==> src/rtl/sstat_pkg.sv <==
// Shared constants, state encoding and command struct for the sample set
// statistics unit. No dependencies; imported by every module of the block.
package sstat_pkg;

    // Set length limit and sample precision.
    localparam int MAX_SAMPLES = 65536;
    localparam int SAMPLE_BITS = 24;

    // Field widths.
    localparam int SMP_W   = 24;
    localparam int CNT_W   = 17;
    localparam int SUM_W   = 40;
    localparam int SQ_W    = 48;
    localparam int SQSUM_W = 64;
    localparam int ROOT_W  = 24;

    localparam logic [SMP_W-1:0] SAMPLE_MASK =
        SMP_W'((64'd1 << SAMPLE_BITS) - 64'd1);
    localparam logic [CNT_W-1:0] COUNT_LIMIT = CNT_W'(MAX_SAMPLES);

    // Iteration counts of the shared divider and the square root unit.
    localparam int DIV_STEPS  = SQSUM_W;
    localparam int SQRT_STEPS = ROOT_W;
    localparam int STEP_W     = $clog2(DIV_STEPS);

    typedef enum logic [3:0] {
        ST_ACCUM,
        ST_FLUSH,
        ST_LOAD_MEAN,
        ST_DIV_MEAN,
        ST_LOAD_SQ,
        ST_DIV_SQ,
        ST_VAR,
        ST_SQRT,
        ST_STORE
    } t_state;

    typedef struct packed {
        logic accept;        // take the input sample into the front stage
        logic load_div_mean; // start sum / n
        logic load_div_sq;   // start sum of squares / n
        logic div_step;      // one quotient bit
        logic cap_mean;      // keep the mean quotient
        logic load_sqrt;     // form the variance and start the root
        logic sqrt_step;     // one root bit
        logic store;         // fill the result register, clear the set
    } t_dp_cmd;

endpackage

==> src/rtl/sstat_div.sv <==
// Restoring divider, one quotient bit per cycle while i_step is high: 64-bit
// dividend by a 17-bit divisor. Depends on sstat_pkg.
module sstat_div
    import sstat_pkg::*;
(
    input  logic               i_clk,
    input  logic               i_load,
    input  logic               i_step,
    input  logic [SQSUM_W-1:0] i_dividend,
    input  logic [CNT_W-1:0]   i_divisor,
    output logic [SQSUM_W-1:0] o_quotient
);

    logic [SQSUM_W-1:0] r_work;
    logic [CNT_W-1:0]   r_rem;
    logic [CNT_W:0]     trial;
    logic [CNT_W:0]     diff;
    logic               qbit;

    assign trial = {r_rem, r_work[SQSUM_W-1]};
    assign diff  = trial - {1'b0, i_divisor};
    assign qbit  = (trial >= {1'b0, i_divisor});

    always_ff @(posedge i_clk) begin
        if (i_load) begin
            r_work <= i_dividend;
            r_rem  <= '0;
        end else if (i_step) begin
            r_work <= {r_work[SQSUM_W-2:0], qbit};
            r_rem  <= qbit ? diff[CNT_W-1:0] : trial[CNT_W-1:0];
        end
    end

    assign o_quotient = r_work;

endmodule

==> src/rtl/sstat_sqrt.sv <==
// Digit-by-digit integer square root, one root bit per cycle while i_step is
// high, 48-bit radicand. Depends on sstat_pkg.
module sstat_sqrt
    import sstat_pkg::*;
(
    input  logic              i_clk,
    input  logic              i_load,
    input  logic              i_step,
    input  logic [SQ_W-1:0]   i_radicand,
    output logic [ROOT_W-1:0] o_root
);

    localparam int REM_W = ROOT_W + 2;

    logic [SQ_W-1:0]   r_rad;
    logic [REM_W-1:0]  r_rem;
    logic [ROOT_W-1:0] r_root;
    logic [REM_W+1:0]  cur;
    logic [REM_W+1:0]  trial;
    logic              take;

    // Bring down the next two radicand bits, try root*4+1.
    assign cur   = {r_rem, r_rad[SQ_W-1 -: 2]};
    assign trial = (REM_W+2)'({r_root, 2'b01});
    assign take  = (cur >= trial);

    always_ff @(posedge i_clk) begin
        if (i_load) begin
            r_rad  <= i_radicand;
            r_rem  <= '0;
            r_root <= '0;
        end else if (i_step) begin
            r_rad  <= {r_rad[SQ_W-3:0], 2'b00};
            r_rem  <= take ? REM_W'(cur - trial) : REM_W'(cur);
            r_root <= {r_root[ROOT_W-2:0], take};
        end
    end

    assign o_root = r_root;

endmodule

==> src/rtl/sstat_datapath.sv <==
// Datapath: square stage, accumulators, min/max, shared divider, square
// root and result register. Depends on sstat_pkg, sstat_div, sstat_sqrt.
module sstat_datapath
    import sstat_pkg::*;
(
    input  logic               i_clk,
    input  logic               i_rst_n,
    input  t_dp_cmd            i_cmd,
    input  logic [SMP_W-1:0]   i_sample,
    output logic [CNT_W-1:0]   o_sample_total,
    output logic [SMP_W-1:0]   o_mean_value,
    output logic [SQ_W-1:0]    o_variance_value,
    output logic [ROOT_W-1:0]  o_deviation_value,
    output logic [SMP_W-1:0]   o_min_value,
    output logic [SMP_W-1:0]   o_max_value,
    output logic               o_overflow_flag
);

    logic [SMP_W-1:0]   smp_masked;
    logic               r_s1_valid;
    logic [SMP_W-1:0]   r_s1_sample;
    logic [SQ_W-1:0]    r_s1_square;

    logic [SUM_W-1:0]   r_sum;
    logic [SQSUM_W-1:0] r_sqsum;
    logic [CNT_W-1:0]   r_count;
    logic [SMP_W-1:0]   r_min;
    logic [SMP_W-1:0]   r_max;
    logic               r_ovf;

    logic [SMP_W-1:0]   r_mean;
    logic [SQ_W-1:0]    r_mean_sq;
    logic [SQ_W-1:0]    r_var;

    logic [SQSUM_W-1:0] div_dividend;
    logic [CNT_W-1:0]   div_divisor;
    logic [SQSUM_W-1:0] quotient;
    logic [SQ_W-1:0]    n_var;
    logic [ROOT_W-1:0]  root;

    assign smp_masked = i_sample & SAMPLE_MASK;

    // Front stage: square each sample ahead of the accumulators.
    always_ff @(posedge i_clk) begin
        if (!i_rst_n) begin
            r_s1_valid <= 1'b0;
        end else begin
            r_s1_valid <= i_cmd.accept;
        end
        r_s1_sample <= smp_masked;
        r_s1_square <= smp_masked * smp_masked;
    end

    // Accumulators; samples beyond the limit only raise the overflow mark.
    always_ff @(posedge i_clk) begin
        if (!i_rst_n || i_cmd.store) begin
            r_sum   <= '0;
            r_sqsum <= '0;
            r_count <= '0;
            r_min   <= '1;
            r_max   <= '0;
            r_ovf   <= 1'b0;
        end else if (r_s1_valid) begin
            if (r_count < COUNT_LIMIT) begin
                r_sum   <= r_sum + SUM_W'(r_s1_sample);
                r_sqsum <= r_sqsum + SQSUM_W'(r_s1_square);
                r_count <= r_count + CNT_W'(1);
                if (r_s1_sample < r_min) begin
                    r_min <= r_s1_sample;
                end
                if (r_s1_sample > r_max) begin
                    r_max <= r_s1_sample;
                end
            end else begin
                r_ovf <= 1'b1;
            end
        end
    end

    assign div_dividend = i_cmd.load_div_sq ? r_sqsum : SQSUM_W'(r_sum);
    assign div_divisor  = (r_count == '0) ? CNT_W'(1) : r_count;

    sstat_div u_div (
        .i_clk      (i_clk),
        .i_load     (i_cmd.load_div_mean | i_cmd.load_div_sq),
        .i_step     (i_cmd.div_step),
        .i_dividend (div_dividend),
        .i_divisor  (div_divisor),
        .o_quotient (quotient)
    );

    // Variance = floor(sumsq / n) - mean^2, clamped at zero.
    assign n_var = (quotient[SQ_W-1:0] > r_mean_sq) ?
                   quotient[SQ_W-1:0] - r_mean_sq : '0;

    always_ff @(posedge i_clk) begin
        if (i_cmd.cap_mean) begin
            r_mean <= quotient[SMP_W-1:0];
        end
        r_mean_sq <= r_mean * r_mean;
        if (i_cmd.load_sqrt) begin
            r_var <= n_var;
        end
    end

    sstat_sqrt u_sqrt (
        .i_clk      (i_clk),
        .i_load     (i_cmd.load_sqrt),
        .i_step     (i_cmd.sqrt_step),
        .i_radicand (n_var),
        .o_root     (root)
    );

    always_ff @(posedge i_clk) begin
        if (i_cmd.store) begin
            o_sample_total    <= r_count;
            o_mean_value      <= r_mean;
            o_variance_value  <= r_var;
            o_deviation_value <= root;
            o_min_value       <= r_min;
            o_max_value       <= r_max;
            o_overflow_flag   <= r_ovf;
        end
    end

endmodule

==> src/rtl/sstat_ctrl.sv <==
// Controller: sequences accumulate, divide, root and store, and owns the
// handshakes. Depends on sstat_pkg.
module sstat_ctrl
    import sstat_pkg::*;
(
    input  logic    i_clk,
    input  logic    i_rst_n,
    input  logic    i_in_valid,
    input  logic    i_last,
    input  logic    i_out_stall,
    output logic    o_in_stall,
    output logic    o_out_valid,
    output t_dp_cmd o_cmd
);

    t_state            r_state, n_state;
    logic [STEP_W-1:0] r_step, n_step;
    logic              r_out_valid, n_out_valid;
    logic              accept;
    logic              slot_free;
    logic              div_done;
    logic              sqrt_done;

    assign accept    = i_in_valid && (r_state == ST_ACCUM);
    assign slot_free = !r_out_valid || !i_out_stall;
    assign div_done  = (r_step == STEP_W'(DIV_STEPS - 1));
    assign sqrt_done = (r_step == STEP_W'(SQRT_STEPS - 1));

    always_comb begin
        n_state = r_state;
        unique case (r_state)
            ST_ACCUM:     if (accept && i_last) n_state = ST_FLUSH;
            ST_FLUSH:     n_state = ST_LOAD_MEAN;
            ST_LOAD_MEAN: n_state = ST_DIV_MEAN;
            ST_DIV_MEAN:  if (div_done) n_state = ST_LOAD_SQ;
            ST_LOAD_SQ:   n_state = ST_DIV_SQ;
            ST_DIV_SQ:    if (div_done) n_state = ST_VAR;
            ST_VAR:       n_state = ST_SQRT;
            ST_SQRT:      if (sqrt_done) n_state = ST_STORE;
            ST_STORE:     if (slot_free) n_state = ST_ACCUM;
            default:      n_state = ST_ACCUM;
        endcase
    end

    always_comb begin
        o_cmd               = '0;
        o_cmd.accept        = accept;
        n_step              = '0;
        unique case (r_state)
            ST_LOAD_MEAN: o_cmd.load_div_mean = 1'b1;
            ST_DIV_MEAN: begin
                o_cmd.div_step = 1'b1;
                n_step         = r_step + STEP_W'(1);
            end
            ST_LOAD_SQ: begin
                o_cmd.cap_mean    = 1'b1;
                o_cmd.load_div_sq = 1'b1;
            end
            ST_DIV_SQ: begin
                o_cmd.div_step = 1'b1;
                n_step         = r_step + STEP_W'(1);
            end
            ST_VAR:       o_cmd.load_sqrt = 1'b1;
            ST_SQRT: begin
                o_cmd.sqrt_step = 1'b1;
                n_step          = r_step + STEP_W'(1);
            end
            ST_STORE:     o_cmd.store = slot_free;
            default:      ;
        endcase
    end

    always_comb begin
        priority if (o_cmd.store) begin
            n_out_valid = 1'b1;
        end else if (!i_out_stall) begin
            n_out_valid = 1'b0;
        end else begin
            n_out_valid = r_out_valid;
        end
    end

    always_ff @(posedge i_clk) begin
        if (!i_rst_n) begin
            r_state     <= ST_ACCUM;
            r_step      <= '0;
            r_out_valid <= 1'b0;
        end else begin
            r_state     <= n_state;
            r_step      <= n_step;
            r_out_valid <= n_out_valid;
        end
    end

    assign o_in_stall  = (r_state != ST_ACCUM);
    assign o_out_valid = r_out_valid;

endmodule

==> src/rtl/sample_set_statistics_unit.sv <==
// Top level of the sample set statistics unit: controller plus datapath.
// Depends on sstat_pkg, sstat_ctrl, sstat_datapath.
//
//  channel | direction | handshake               | payload
//  --------+-----------+-------------------------+-----------------------------
//  in      | to block  | i_in_valid / o_in_stall | i_sample, i_last
//  out     | from block| o_out_valid / i_out_stall| count, mean, variance,
//          |           |                         | deviation, min, max, overflow
//
// Samples that are not last are taken one per cycle while o_in_stall is low:
// each is squared in a front stage and added to the accumulators in the cycle after.
// A last item holds off input until the set is stored: two 64-step passes of
// the shared bit-serial divider, 24 steps of the square root and the states
// that sequence them. The result then sits in the output register while
// the next set is already being taken.
// Reset (synchronous, active low) clears the sequencer, the accumulators
// and the output valid; a held result waits only for i_out_stall to drop.
module sample_set_statistics_unit
    import sstat_pkg::*;
(
    input  logic              i_clk,
    input  logic              i_rst_n,
    input  logic              i_in_valid,
    output logic              o_in_stall,
    input  logic [SMP_W-1:0]  i_sample,
    input  logic              i_last,
    output logic              o_out_valid,
    input  logic              i_out_stall,
    output logic [CNT_W-1:0]  o_sample_total,
    output logic [SMP_W-1:0]  o_mean_value,
    output logic [SQ_W-1:0]   o_variance_value,
    output logic [ROOT_W-1:0] o_deviation_value,
    output logic [SMP_W-1:0]  o_min_value,
    output logic [SMP_W-1:0]  o_max_value,
    output logic              o_overflow_flag
);

    t_dp_cmd cmd;

    // Sequencer: owns both handshakes and steps the datapath.
    sstat_ctrl u_ctrl (
        .i_clk       (i_clk),
        .i_rst_n     (i_rst_n),
        .i_in_valid  (i_in_valid),
        .i_last      (i_last),
        .i_out_stall (i_out_stall),
        .o_in_stall  (o_in_stall),
        .o_out_valid (o_out_valid),
        .o_cmd       (cmd)
    );

    // Arithmetic: accumulate, divide twice, take the root, hold the result.
    sstat_datapath u_dp (
        .i_clk             (i_clk),
        .i_rst_n           (i_rst_n),
        .i_cmd             (cmd),
        .i_sample          (i_sample),
        .o_sample_total    (o_sample_total),
        .o_mean_value      (o_mean_value),
        .o_variance_value  (o_variance_value),
        .o_deviation_value (o_deviation_value),
        .o_min_value       (o_min_value),
        .o_max_value       (o_max_value),
        .o_overflow_flag   (o_overflow_flag)
    );

    // A last item must close the input until the result is stored.
    a_last_stalls: assert property (@(posedge i_clk) disable iff (!i_rst_n)
        (i_in_valid && !o_in_stall && i_last) |=> o_in_stall)
        else $error("input open after last item");

    // A new result only appears at the end of a set's processing.
    a_result_after_work: assert property (@(posedge i_clk) disable iff (!i_rst_n)
        cmd.store |-> o_in_stall)
        else $error("result stored while input open");

    // Every delivered set counted at least one sample.
    a_count_nonzero: assert property (@(posedge i_clk) disable iff (!i_rst_n)
        o_out_valid |-> (o_sample_total != '0))
        else $error("result with empty count");

    // Minimum never exceeds maximum in a delivered result.
    a_min_le_max: assert property (@(posedge i_clk) disable iff (!i_rst_n)
        o_out_valid |-> (o_min_value <= o_max_value))
        else $error("min above max");

endmodule
==> config.mk <==
export PLATFORM = sky130hd
export DESIGN_NAME = sample_set_statistics_unit
export DESIGN_NICKNAME = d
export VERILOG_FILES = /design/src/rtl/sstat_pkg.sv /design/src/rtl/sstat_div.sv /design/src/rtl/sstat_sqrt.sv /design/src/rtl/sstat_datapath.sv /design/src/rtl/sstat_ctrl.sv /design/src/rtl/sample_set_statistics_unit.sv
export SDC_FILE = /design/constraint.sdc
export NUM_CORES = 2
export LEC_CHECK = 0
export ABC_AREA = 1
export BUFFER_PORTS_ARGS = -buffer_cell sky130_fd_sc_hd__buf_2
export CAP_MARGIN = 10
export CORE_ASPECT_RATIO = 0.8
export CORE_MARGIN = 1.5
export CORE_UTILIZATION = 60
export CTS_CLUSTER_SIZE = 30
export DETAILED_ROUTE_END_ITERATION = 8
export PLACE_DENSITY = 0.8
export SYNTH_ARGS = -nofsm -noshare
export SYNTH_HDL_FRONTEND = slang
export SYNTH_HIERARCHICAL = 1
export SYNTH_SLANG_ARGS = --single-unit
==> constraint.sdc <==
create_clock -name i_clk -period 16.9 [get_ports i_clk]
set_input_delay 0.845 -clock i_clk [delete_from_list [all_inputs] [get_ports i_clk]]
set_output_delay 0.845 -clock i_clk [all_outputs]
set_load 0.02 [all_outputs]
==> metrics.cfg <==
[layout]
nets=11086
insertedDiodeCount=0
final_common_cell=nand2_1
mostFrequentLayoutCells=2,455 x nand2_1, 2,360 x inv_1, 854 x fa_1
drive_gt1_frac=0.0518
syn2layout_area_growth_pct=7.15

[placed_design]
gp_congestion=1.02
place_ws_ns=9.31
dp_hpwl_um=167000
port_buffers=192

[route]
vias_per_cell=5.44
wl_met1_um=89800
dr.pass1.iters=6
drtIter0Drc=5966
wl_per_cell_um=18.6
drc=0
wl_met2_um=91300
top_layer=met5
ant_nets=0
met3_length_um=20900
finalWirelength_um=210000
vias=61676

[cts]
clk_path_buf_depth=3
post-cts-setup-buffer-count=0
clkTransAtPathRegs_ns=0.06
cts_tree=yes
clock-sinks=712
cts_root_buffer=clkbuf_16
htree_levels=3
post_cts_resized=0
clk-insertion-delay-late_ns=0.72
cts_hold_buf=0
cts_inserted_buffers=79

[timing]
rsz0062_at_grt=no
holdWs_ns=0.409
finalSetupViolCount=0
hold_violations=0
relSlewSlack=0.171
clock.fmax_mhz=141
fin_crit_ns=7.10
fin_crit_sh=0.420
skew_ns=0.0410
slew_violations=0
worst_slack_ns=9.80
tns_ns=0
worstMarginPinSlew_ns=1.24

[worst_setup_path]
start_kind=flip-flop
cp.arrival_ns=7.67
cp_max_fo=19
reg2reg_slack_ns=9.80
rr_startpoint=u_dp/r_mean[8]$_DFFE_PP_
cp-startpoint=u_dp/r_mean[8]$_DFFE_PP_
r2r_end=u_dp/r_mean_sq[42]$_DFF_P_
endpoint_kind=flip-flop
critPathKind=reg -> reg
r2r_cells=24
critPathRequiredTime_ns=17.47

[synthesis]
synth_area_mm2=0.0735
synth_seq_cells=712
synth_top_area_frac=0.233
async_flop_share=0
synth_flop_cell=dfxtp_1
seq_area_frac_synth=0.241
yosysWarnings=6
yosysUniqueCellTypes=56
avgSynthCellArea_um2=7.71
yosysTopAreaCell=fa_1
synthTopCellsByArea=fa_1 23%, edfxtp_1 14%, nand2_1 13%
syn_inst=9538
synth_fp_nets=10986
synth_edf_count=346

[worst_hold_path]
hold_depth=0
hp-class=reg -> reg
min-delay-start=u_dp/r_var[39]$_DFFE_PP_
hold_end=u_dp/o_variance_value[39]$_DFFE_PP_

[grt]
grt_pass1_wl_um=333000
grt_max_degree=85
grt_pass1_vias=61501
grt_antenna_before_repair=8
grt_use_total=0.342
gr-total-overflow=0

[floorplanning]
core_area_mm2=0.121
die-height_um=316
chipWidth_um=394
dieArea_mm2=0.125
initial_core_util=0.606
rows=114
ios=193

[outcome]
status=completed

[job]
cap_viol_max_count=0

==> sequential cells by signal (all words and copies together), names as in the netlist, 40 cells and up <==
register / count
u_dp/r_sqsum: 64
u_dp/r_sum: 40
u_dp/r_var: 48
u_dp/u_div/o_quotient: 64
u_dp/u_sqrt/r_rad: 48
u_dp/r_mean_sq: 47
u_dp/r_s1_square: 47
u_dp/o_variance_value: 48
==> worst max path at each step <==
stage | to | slack (ns) | depth (start not counted)
final | u_dp/r_mean_sq[42]$_DFF_P_ | 9.80 | 24
after global routing | u_dp/r_mean_sq[29]$_DFF_P_ | 9.57 | 24
after global placement | u_dp/r_s1_square[30]$_DFF_P_ | 9.40 | 23
after CTS | u_dp/r_mean_sq[42]$_DFF_P_ | 9.84 | 24
after detailed placement | u_dp/r_s1_square[30]$_DFF_P_ | 9.31 | 23
after floorplan | u_dp/r_s1_square[44]$_DFF_P_ | 10.29 | 23
==> per-stage QoR <==
step                std cells  utilization  instance area [um^2]
floorplan                9538            -                 73500
global placement        11181        0.627                 76000
detailed placement      11181        0.627                 76000
CTS                     11329        0.650                 78800
global route            11329        0.650                 78800
finish                  11329        0.650                 78800
==> critical path: stages (launching register included) <==
cell	delay [ns]
edfxtp_1	0.64
buf_4	0.41
nand2_1	0.14
fa_1	0.55
inv_1	0.07
fa_1	0.51
inv_1	0.05
fa_1	0.45
fa_1	0.52
inv_1	0.05
fa_1	0.52
fa_1	0.52
inv_1	0.06
fa_1	0.52
inv_1	0.07
ha_1	0.38
nand2_1	0.12
nor2_1	0.21
inv_1	0.11
nor2_1	0.33
inv_1	0.07
nor2_1	0.11
o21ai_0	0.09
nand3_1	0.10
xor2_1	0.34
==> Yosys cell counts (18+ instances only) <==
cell type	instances
nand2_1	2455
inv_1	2363
fa_1	854
nor2_1	656
ha_1	565
a21oi_1	419
dfxtp_1	366
edfxtp_1	346
nand3_1	344
o21ai_0	259
clkbuf_1	203
xor2_1	123
nand4_1	107
nor3_1	81
xnor2_1	71
o21bai_1	32
a21o_1	23
o22ai_1	23
nor2_2	20
nand3_2	19
nor4_1	18
==> cell families (layout without fill, tap and decap cells) <==
kind of cell | count (synthesis) | in the layout | synth area share
XOR/XNOR | 194 | 194 | 0.0231
AO/OA/AOI/OAI | 835 | 835 | 0.0619
buffers and inverters | 2617 | 2784 | 0.135
AND/OR/NAND/NOR | 3761 | 3761 | 0.210
flip-flops | 712 | 712 | 0.241
adder cells (fa/ha/maj) | 1419 | 1419 | 0.329
==> layer usage <==
metal | up-vias | global-route usage
li1 | 29007 | -
met1 | 29362 | 0.480
met2 | 2861 | 0.529
met3 | 442 | 0.0663
met4 | 4 | 0.125
met5 | - | 0
==> final cells by class <==
cell class                      instances  area [um^2]
Clock buffer                          103         2190
Clock inverter                         45          589
Fill cell                           10364        42500
Inverter                             2380         8940
Multi-Input combinational cell       6209        45900
Sequential cell                       712        17700
Tap cell                             1624         2030
Timing Repair Buffer                  256         1440
Power is not shown: default switching activity piles up to over one toggle a cycle in this logic, so the estimate is an artifact.
